### src/hw/rtl/dnc_pkg.sv
// Shared widths, constants and stage payload types for the date / day number
// converter. No dependencies.
`timescale 1ns / 1ps

package dnc_pkg;

	localparam int YEAR_W  = 14;
	localparam int MONTH_W = 4;
	localparam int DAY_W   = 5;
	localparam int DN_W    = 22;
	localparam int BASE_W  = 23;   // days before a year, 14-bit year range
	localparam int REM_W   = 24;   // signed remainder after year removal
	localparam int DOY_W   = 9;    // day of year 0..366

	localparam logic [DN_W-1:0] DN_MAX = '1;

	// year estimate: floor(n * 400 / 146097) = (n * YEAR_RECIP) >> YEAR_RECIP_SHIFT,
	// reciprocal rounded up, exact over the whole 22-bit range
	localparam int               YEAR_RECIP_SHIFT = 40;
	localparam int               YEAR_RECIP_W     = 32;
	localparam logic [YEAR_RECIP_W-1:0] YEAR_RECIP = 32'd3010360590;

	localparam logic FUNC_TO_DN   = 1'b0;
	localparam logic FUNC_TO_DATE = 1'b1;

	// operands after the input register
	typedef struct packed {
		logic                 func;
		logic [YEAR_W-1:0]    year;
		logic [MONTH_W-1:0]   month;
		logic [DAY_W-1:0]     day;
		logic [DN_W-1:0]      num;
	} dnc_in_t;

	// after the year estimate: year holds the selected year for either func
	typedef dnc_in_t dnc_s2_t;

	// after the year base stage
	typedef struct packed {
		dnc_s2_t              op;
		logic [BASE_W-1:0]    base;
		logic                 leap_cur;
		logic                 leap_next;
	} dnc_s3_t;

	typedef struct packed {
		logic [DN_W-1:0]      day_number;
		logic [YEAR_W-1:0]    year;
		logic [MONTH_W-1:0]   month;
		logic [DAY_W-1:0]     day;
		logic                 valid;
	} dnc_res_t;

endpackage

### src/hw/rtl/dnc_year_est.sv
// Year estimate from a day number by reciprocal multiply; selects the year
// that the following stages work on. Depends on dnc_pkg.
`timescale 1ns / 1ps

module dnc_year_est import dnc_pkg::*; (
	input  dnc_in_t op,
	output dnc_s2_t res
);

	localparam int PROD_W = DN_W + YEAR_RECIP_W;

	logic [PROD_W-1:0] prod;
	logic [YEAR_W-1:0] y_est;

	assign prod  = PROD_W'(op.num) * PROD_W'(YEAR_RECIP);
	assign y_est = prod[YEAR_RECIP_SHIFT +: YEAR_W];

	always_comb begin
		res = op;
		if (op.func == FUNC_TO_DATE) begin
			res.year = y_est;
		end
	end

endmodule

### src/hw/rtl/dnc_year_base.sv
// Days before a year and leap flags for that year and the next.
// Depends on dnc_pkg.
`timescale 1ns / 1ps

module dnc_year_base import dnc_pkg::*; (
	input  dnc_s2_t op,
	output dnc_s3_t res
);

	// floor(x / 25) for x < 4681 by reciprocal 2622 / 2^16
	function automatic logic [7:0] div25(input logic [11:0] x);
		logic [27:0] prod;
		prod = 28'(x) * 28'd2622;
		return prod[23:16];
	endfunction

	function automatic logic is_leap(input logic [YEAR_W-1:0] y);
		logic [11:0] q4;
		logic [11:0] q16;
		logic        by100;
		logic        by400;
		q4    = y[YEAR_W-1:2];
		q16   = {2'b00, y[YEAR_W-1:4]};
		by100 = (q4 == 12'(div25(q4)) * 12'd25);
		by400 = (y[3:0] == 4'd0) && (q16 == 12'(div25(q16)) * 12'd25);
		return (y[1:0] == 2'd0) && (!by100 || by400);
	endfunction

	logic [YEAR_W-1:0] p;
	logic [11:0]       p4;
	logic [11:0]       p16;

	assign p   = (op.year == '0) ? '0 : op.year - YEAR_W'(1);
	assign p4  = p[YEAR_W-1:2];
	assign p16 = {2'b00, p[YEAR_W-1:4]};

	always_comb begin
		res.op        = op;
		res.base      = BASE_W'(op.year) * BASE_W'(365) + BASE_W'(p4)
		              - BASE_W'(div25(p4)) + BASE_W'(div25(p16));
		res.leap_cur  = is_leap(op.year);
		res.leap_next = is_leap(op.year + YEAR_W'(1));
	end

endmodule

### src/hw/rtl/dnc_finish.sv
// Final stage: day number sum for func 0, remainder correction and month
// search for func 1. Depends on dnc_pkg.
`timescale 1ns / 1ps

module dnc_finish import dnc_pkg::*; (
	input  dnc_s3_t  op,
	output dnc_res_t res
);

	function automatic logic [DOY_W-1:0] days_before(input logic leap,
	                                                 input logic [MONTH_W-1:0] idx);
		logic [DOY_W-1:0] d;
		case (idx)
			4'd0:    d = 9'd0;
			4'd1:    d = 9'd31;
			4'd2:    d = 9'd59;
			4'd3:    d = 9'd90;
			4'd4:    d = 9'd120;
			4'd5:    d = 9'd151;
			4'd6:    d = 9'd181;
			4'd7:    d = 9'd212;
			4'd8:    d = 9'd243;
			4'd9:    d = 9'd273;
			4'd10:   d = 9'd304;
			4'd11:   d = 9'd334;
			4'd12:   d = 9'd365;
			default: d = 9'd0;
		endcase
		if (leap && idx >= 4'd2 && idx <= 4'd12) begin
			d = d + 9'd1;
		end
		return d;
	endfunction

	logic [BASE_W-1:0]       total;
	logic signed [REM_W-1:0] rem0;
	logic signed [REM_W-1:0] rem1;
	logic signed [REM_W-1:0] ylen;
	logic [YEAR_W-1:0]       y1;
	logic                    kind;
	logic [DOY_W-1:0]        doy;
	logic [DOY_W-1:0]        prev;
	logic [MONTH_W-1:0]      mon;

	always_comb begin
		res   = '0;
		total = BASE_W'(op.op.day) + op.base
		      + BASE_W'(days_before(op.leap_cur, op.op.month - MONTH_W'(1)));
		rem0  = $signed(REM_W'(op.op.num)) - $signed(REM_W'(op.base));
		ylen  = op.leap_cur ? REM_W'(366) : REM_W'(365);
		rem1  = rem0;
		y1    = op.op.year;
		kind  = op.leap_cur;
		if (rem0 > ylen) begin
			rem1 = rem0 - ylen;
			y1   = op.op.year + YEAR_W'(1);
			kind = op.leap_next;
		end
		doy  = rem1[DOY_W-1:0];
		mon  = MONTH_W'(1);
		prev = '0;
		for (int k = 1; k < 12; k++) begin
			if (days_before(kind, MONTH_W'(k)) < doy) begin
				mon  = MONTH_W'(k + 1);
				prev = days_before(kind, MONTH_W'(k));
			end
		end

		if (op.op.func == FUNC_TO_DN) begin
			if (op.op.month inside {[4'd1:4'd12]}) begin
				if (total > BASE_W'(DN_MAX)) begin
					res.day_number = DN_MAX;
				end else begin
					res.day_number = total[DN_W-1:0];
					res.valid      = 1'b1;
				end
			end
		end else begin
			// non-positive remainder or beyond the year: no date
			if (rem1 > 0 && rem1 <= $signed(REM_W'(days_before(kind, MONTH_W'(12))))) begin
				res.year  = y1;
				res.month = mon;
				res.day   = DAY_W'(doy - prev);
				res.valid = 1'b1;
			end
		end
	end

endmodule

### src/hw/rtl/date_day_number_converter_top.sv
// Date / day number converter, four-register pipeline.
// An accepted item moves through the input, year estimate and year base registers into the result register.
// Throughput: one item per cycle; each stage holds one item and stalls only
// when the stage after it is full and stalled, so while a result waits the
// input keeps flowing until the three stages behind it are full.
// Reset clears all stage valid flags; no clearing pass.
`timescale 1ns / 1ps

module date_day_number_converter_top import dnc_pkg::*; (
	input  logic               clk,
	input  logic               arst_n,

	input  logic               req_valid,
	output logic               req_ready,
	input  logic               func,
	input  logic [YEAR_W-1:0]  year_in,
	input  logic [MONTH_W-1:0] month_in,
	input  logic [DAY_W-1:0]   day_in,
	input  logic [DN_W-1:0]    day_number_in,

	output logic               rsp_valid,
	input  logic               rsp_ready,
	output logic [DN_W-1:0]    day_number_out,
	output logic [YEAR_W-1:0]  year_out,
	output logic [MONTH_W-1:0] month_out,
	output logic [DAY_W-1:0]   day_out,
	output logic               valid_res
);

	// stage valid flags and payload registers
	logic     v1_q, v2_q, v3_q, vo_q;
	dnc_in_t  op_s1;
	dnc_s2_t  op_s2;
	dnc_s3_t  op_s3;
	dnc_res_t res_q;

	// combinational stage outputs
	dnc_s2_t  est_d;
	dnc_s3_t  base_d;
	dnc_res_t fin_d;

	// a stage may load when it is empty or its content moves on this cycle
	logic en1, en2, en3, eno;

	assign eno = !vo_q || rsp_ready;
	assign en3 = !v3_q || eno;
	assign en2 = !v2_q || en3;
	assign en1 = !v1_q || en2;

	assign req_ready = en1;

	// stage A: year estimate for day number items
	dnc_year_est u_est (
		.op  (op_s1),
		.res (est_d)
	);

	// stage B: days before the year, leap flags
	dnc_year_base u_base (
		.op  (op_s2),
		.res (base_d)
	);

	// stage C: final sum or month search
	dnc_finish u_fin (
		.op  (op_s3),
		.res (fin_d)
	);

	always_ff @(posedge clk or negedge arst_n) begin
		if (!arst_n) begin
			v1_q <= 1'b0;
			v2_q <= 1'b0;
			v3_q <= 1'b0;
			vo_q <= 1'b0;
		end else begin
			if (en1) v1_q <= req_valid;
			if (en2) v2_q <= v1_q;
			if (en3) v3_q <= v2_q;
			if (eno) vo_q <= v3_q;
		end
	end

	// payload: no reset, qualified by the valid flags
	always_ff @(posedge clk) begin
		if (en1 && req_valid) begin
			op_s1.func  <= func;
			op_s1.year  <= year_in;
			op_s1.month <= month_in;
			op_s1.day   <= day_in;
			op_s1.num   <= day_number_in;
		end
		if (en2 && v1_q) op_s2 <= est_d;
		if (en3 && v2_q) op_s3 <= base_d;
		if (eno && v3_q) res_q <= fin_d;
	end

	assign rsp_valid      = vo_q;
	assign day_number_out = res_q.day_number;
	assign year_out       = res_q.year;
	assign month_out      = res_q.month;
	assign day_out        = res_q.day;
	assign valid_res      = res_q.valid;

	// an accepted item always lands in the first stage
	a_accept_fills: assert property (@(posedge clk) disable iff (!arst_n)
		req_valid && req_ready |=> v1_q)
		else $error("accepted item lost at first stage");

	// a full stage that cannot move keeps its item
	a_s3_holds: assert property (@(posedge clk) disable iff (!arst_n)
		v3_q && !en3 |=> v3_q && $stable(op_s3))
		else $error("stalled stage 3 item changed");

	// a day number result carries no date
	a_dn_no_date: assert property (@(posedge clk) disable iff (!arst_n)
		rsp_valid && day_number_out != '0 |->
			year_out == '0 && month_out == '0 && day_out == '0)
		else $error("date fields set on a day number result");

	// an undefined result carries no date
	a_invalid_zero: assert property (@(posedge clk) disable iff (!arst_n)
		rsp_valid && !valid_res |->
			year_out == '0 && month_out == '0 && day_out == '0)
		else $error("date fields set on an invalid result");

	// a decoded date has a real month and a nonzero day
	a_date_range: assert property (@(posedge clk) disable iff (!arst_n)
		rsp_valid && valid_res && month_out != '0 |->
			month_out <= MONTH_W'(12) && day_out != '0)
		else $error("decoded date out of range");

endmodule
### config.mk
export PLATFORM = sky130hd
export DESIGN_NAME = date_day_number_converter_top
export DESIGN_NICKNAME = d
export VERILOG_FILES = /design/src/hw/rtl/dnc_pkg.sv /design/src/hw/rtl/dnc_year_est.sv /design/src/hw/rtl/dnc_year_base.sv /design/src/hw/rtl/dnc_finish.sv /design/src/hw/rtl/date_day_number_converter_top.sv
export SDC_FILE = /design/constraint.sdc
export NUM_CORES = 2
export LEC_CHECK = 0
export BUFFER_PORTS_ARGS = -buffer_cell sky130_fd_sc_hd__clkbuf_2
export CAP_MARGIN = 10
export CORE_MARGIN = 5
export CORE_UTILIZATION = 50
export CTS_CLUSTER_DIAMETER = 150
export CTS_CLUSTER_SIZE = 25
export DETAILED_ROUTE_END_ITERATION = 10
export PLACE_DENSITY_LB_ADDON = 0.1
export SETUP_SLACK_MARGIN = 0.3
export SLEW_MARGIN = 20
export SYNTH_ARGS = -nofsm -noshare
export SYNTH_HDL_FRONTEND = slang
export SYNTH_SLANG_ARGS = --single-unit
### constraint.sdc
create_clock -name clk -period 11.3 [get_ports clk]
set_input_delay 0.565 -clock clk [delete_from_list [all_inputs] [get_ports clk]]
set_output_delay 0.565 -clock clk [all_outputs]
set_load 0.005 [all_outputs]
### Word-level counts from Yosys, hierarchy flattened

Memory sizes are Yosys's and may differ from the RTL's.
Index checks and enable logic that the tools add are counted.
Widths: inputs -> output; s select.

| storage, ports and cells | value |
|---|---|
| flip-flop bits (word level) | 213 |
| latch bits | 0 |
| memory bits (writable) | 0 |
| bits in read-only memories | 144 |
| input port bits | 50 |
| output and inout bits | 48 |
| memories kept | 1 |

Memories:

| name | depth | width | rd ports | clocked after Yosys merged registers in | write ports | RTL line | RTL |
|---|---|---|---|---|---|---|---|
| (no name shown) | 16 | 9 | 1 | 0 | 0 | dnc_finish.sv:13 | `case (idx)` |

| cells by class | value |
|---|---|
| add/subtract/negate cells | 24 |
| multiply operators | 12 |
| div/mod/pow operators | 0 |
| $lt $le $gt $ge | 19 |
| equality and inequality tests | 4 |
| shift-type cells | 0 |
| multiplexer cells | 67 |
| bitwise gates (word level) | 3 |
| reductions and logical operators | 32 |

Operators with widths:

| cell | count |
|---|---|
| $mux 5 | 31 |
| $mul 12x11->23 const B | 3 |
| $mul 10x11->21 const B | 3 |
| $mul 22x31->53 const B | 1 |
| $add 5x1->5 const B | 10 |
| $mux 4 | 11 |
| $mux 14 | 3 |
| $lt 8x9->1 | 4 |
| $mux 9 | 4 |
| $add 14x1->14 const B | 2 |
| $lt 9x9->1 | 3 |
| $eq 12x12->1 | 2 |
| $gt 24x1->1 const B | 1 |
| $gt 24x24->1 | 1 |
| $le 24x10->1 | 1 |
| $mul 8x5->12 const B | 2 |
| $mux 24 | 1 |
| $sub 22x23->24 | 1 |
| $sub 24x24->24 | 1 |
| $add 23x12->23 | 1 |
| $add 23x8->23 | 1 |
| $add 23x9->23 | 1 |
| $add 5x23->23 | 1 |
| $gt 23x22->1 const B | 1 |
| other kinds (28) | 71 |

### Depth between registers and ports, before layout

| logic depth | value |
|---|---|
| word-level depth | 19 |
| depth in mapped cells | 56 |
| depth with buffers taken out | 55 |

### Modules after synthesis

From an unflattened synthesis, not the netlist that was laid out.

| unflattened totals | value |
|---|---|
| cell total of the unflattened synthesis | 4157 |
| area total of the unflattened synthesis | 42413.2 sq um |

By module, submodules not included:

| module | instances | cells an instance | area each (sq um) | sequential area each (sq um) |
|---|---|---|---|---|
| dnc_year_base | 1 | 1990 | 19102.1 | 0.0 |
| dnc_year_est | 1 | 1202 | 11878.9 | 0.0 |
| date_day_number_converter_top | 1 | 225 | 6461.2 | 6376.1 |
| dnc_finish | 1 | 740 | 4971.0 | 0.0 |

### Worst setup path before layout

Ideal clock, no wire load.

| path | value |
|---|---|
| kind | register -> register |
| start point | register op_s2[38] in the netlist's numbering |
| end point | register op_s3[24] in the netlist's numbering, data pin |
| library setup time | 0.260 ns |
| arrival time | 11.268 ns |
| slack | -0.228 ns |
| stages on the path, launching flop included | 54 |
| path buffers | 1 |
| cell sequence | edfxtp_1 clkbuf_1 inv_1 ha_1 nand2_1 a21oi_1 o21ai_0 nand2_1 nand2_1 xnor2_1 nor2_1 inv_1 ha_1 inv_1 ha_1 a21oi_1 xnor2_1 ha_1 (+18 left out) fa_1 inv_1 ha_1 fa_1 a21o_1 a21oi_1 o21bai_1 a21oi_1 o21bai_1 a21oi_1 o21bai_1 a21oi_1 o21bai_1 a31o_2 a211o_1 a31o_2 a21oi_1 xnor2_1 |

RTL lines:

| item | RTL line | RTL |
|---|---|---|
| from (decl) | date_day_number_converter_top.sv:33 | `dnc_s2_t op_s2;` |
| from (signal assigned) | date_day_number_converter_top.sv:93 | `if (en2 && v1_q) op_s2 <= est_d;` |
| to (signal assigned) | date_day_number_converter_top.sv:94 | `if (en3 && v2_q) op_s3 <= base_d;` |
| to (decl) | date_day_number_converter_top.sv:34 | `dnc_s3_t op_s3;` |

==> impl_metrics.ini <==
[clocking]
cts_inserted_buffers = 12
clk_latency_ns = 0.52
numClockSinks = 213
tritoncts = built
ctsHtreeMaxLevel = 1
clk_path_buf_depth = 3
clkTransAtPathRegs_ns = 0.12
cts_root_buf = clkbuf_16

[die]
dieHeight_um = 294
floorplan.die_area_um2 = 86400
io-pin-count = 98
initial_core_util_pct = 50.2
die_w_um = 294
floorplan.rows = 104
core_region_area_um2 = 80300

[route]
initial_detailed_routing_violation_count = 1215
antenna_violating_nets_post_route = 0
drc = 0
routedWlPerCell_um = 18.7
routed-via-count = 26500
routed_via_density = 5.21
final_wirelength_mm = 95.1
pre_antenna_drt_iters = 4

[logic_synthesis]
synthDominantCellAreaShare_pct = 27.8
synth_most_common_cell = inv_1
syn-cell-area_um2 = 40300
syn_avg_cell_area_um2 = 10.5
synthFlopType = edfxtp_1
number_of_distinct_standard_cells_referenced_by_the_synthesized_netlist = 99
edff_count_synth = 209
synth_sequential_area_ratio_pct = 15.8
syn_inst = 3848
post_synth_main_area_contributors = ha_1 28%, fa_1 27%, edfxtp_1 16%
async_reset_ff_share_pct = 1.88
ys_seq_elements = 213
synth.net_count = 5346
yosys.area.top_type = ha_1
synthTopCellsByCount = 915 x inv_1, 897 x ha_1, 551 x fa_1, 209 x edfxtp_1, 178 x xnor2_1
yosysWarningCount = 0

[worst_setup_path]
critPathTopFamily = adder cells
path_common_cell = fa_1
required_arrival_time_at_the_worst_endpoint_ns = 11.58
critical_path.max_stage_delay_ns = 0.55
crit_arrival_ns = 10.94
cp_slowest_cell = fa_1
endpoint_kind = flip-flop
worst-path-max-fanout = 4
worst_setup_path_start_kind = flip-flop
critPathKind = reg -> reg
critical_path.n_buffers_inverters = 5

[timing]
fin_crit_ns = 10.66
setup_viol = 0
final_max_tran_viols = 0
timing.final.hold_violations = 0
highest_achievable_clock_rate_ghz = 0.0938
grt_setup_unrepaired = true
period_share_pct = 94.4
tightest_slew_ns = 1.05
fin_tns_setup_ns = 0
finalClockSkew_ns = 0.0340
maxSlewHeadroom_pct = 29.3

[run]
max_capacitance_violation_count = 0

[final_layout]
layout-area-overhead-vs-synth_pct = 7.57
net_total_in_the_final_layout = 5512
layout.filler_cells = 7297
area_of_the_multi_input_gates_um2 = 30700
seq_area_um2 = 6380
antenna-diode-count = 0
layout-drive-gt1-share_pct = 8.39

[global_route]
antenna_violations_before_repair = 0
grtUsageTotal_pct = 22.7
congestion_overflow_gr = 0
pin_count_of_the_biggest_net_entering_global_routing = 72
first_global_vias = 28200
grt_first_pass_wirelength_mm = 155

[placement]
portBuffers = 97
dp_hpwl_mm = 82.5
gp_routability_congestion = 0.904

[hold_path]
hold_path_class = in -> reg

[outcome]
status = finished, final reports clean
[cells by family (layout without fill, tap and decap cells)]
group / after synthesis / count (layout) / share of synthesized area [%]
multiplexers: 17 / 17 / 0.456
AND/OR/NAND/NOR: 508 / 508 / 6.42
adder cells (fa/ha/maj): 1448 / 1448 / 55.2
flip-flops: 213 / 213 / 15.8
buffers and inverters: 947 / 1118 / 8.92
XOR/XNOR: 245 / 245 / 5.41
AO/OA/AOI/OAI: 470 / 470 / 7.76
[final timing paths]
kind	end	from	depth (start not counted)	slack (ns)
max in group asynchronous	rsp_valid	arst_n	2	10.78
min	op_s1[6]	day_number_in[6]	1	0.21
min in group asynchronous	v1_q	arst_n	2	0.39
max	op_s3[24]	op_s2[32]	48	0.64
min reg2reg	op_s2[23]	op_s1[23]	0	0.42
max reg2reg	op_s3[24]	op_s2[32]	48	0.64
[metrics by stage]
stage          instance area (um^2)  setup slack, ns  instances  utilization, %  hold slack, ns
2_1_floorplan                 40400            0.301       3848               -           0.269
3_3_place_gp                  42600            0.291       5040            53.0           0.377
3_5_place_dp                  42600            0.185       5040            53.0           0.379
4_1_cts                       43000            0.316       5061            53.5           0.172
5_1_grt                       43400            0.178       5079            54.0           0.187
6_report                      43400            0.637       5079            54.0           0.215
[per-layer routing]
metal | vias up | part of all wire [%] | global-route usage (%)
li1 | 12900 | - | -
met1 | 13000 | 48 | 33.1
met2 | 468 | 46 | 37.1
met3 | 66 | 4.9 | 3.49
met4 | 0 | 1.6 | 3.29
met5 | - | 0 | 0
[state kept, by name (all words and copies together), names as in the netlist]
register        count
v3_q                1
op_s1              46
v1_q                1
day_out             5
rsp_valid           1
op_s2              46
op_s3              71
v2_q                1
month_out           4
year_out           14
day_number_out     22
valid_res           1
[layout by cell type (no fill, tap or decap), types with 13 or more instances in the layout]
master / Yosys / routed
a211oi_1: 16 / 15
a21o_1: 52 / 52
a21oi_1: 142 / 130
a31oi_1: 17 / 16
buf_4: 4 / 82
clkbuf_16: 0 / 13
clkbuf_2: 0 / 97
edfxtp_1: 209 / 209
fa_1: 551 / 547
ha_1: 897 / 882
ha_4: 0 / 13
inv_1: 915 / 896
inv_2: 1 / 17
nand2_1: 110 / 107
nand2b_1: 23 / 22
nand3_1: 47 / 46
nand4_1: 25 / 25
nor2_1: 129 / 123
nor2b_1: 25 / 24
nor3_1: 37 / 37
o21a_1: 51 / 51
o21ai_0: 58 / 51
o21ai_1: 9 / 15
o21bai_1: 26 / 26
or2_2: 19 / 18
or3_1: 17 / 17
xnor2_1: 178 / 175
xor2_1: 63 / 63
[area by class of cell]
cell class	count	share of cell area, %
well taps	1060	3.06
clock inverters	1	0.0260
flip-flops and latches	213	14.7
repair buffers	183	2.64
multi-input cells	2688	70.8
inverters	916	7.96
clock buffers	18	0.817
[what timing repair did]
action                                 in CTS  in global routing
pin swaps                                   1                 52
buffers inserted                            1                 18
resized for setup                           6                 64
hold buffers                                1                  0
setup endpoints to repair                   2                  8
endpoints found under the hold margin       4                  0
[worst reg2reg max path, delay by kind of cell, from the launching register on]
kind                     cells  cell delay, ns
AND/OR/NAND/NOR              5            0.79
XOR/XNOR                     3            0.39
AO/OA/AOI/OAI               23            3.89
adder cells (fa/ha/maj)     12            4.51
buffers and inverters        5            0.41
flip-flops                   1            0.43
Power is left out: the tool's default activity adds up to more than one toggle a clock period on the data nets, which glitch-free logic cannot reach.
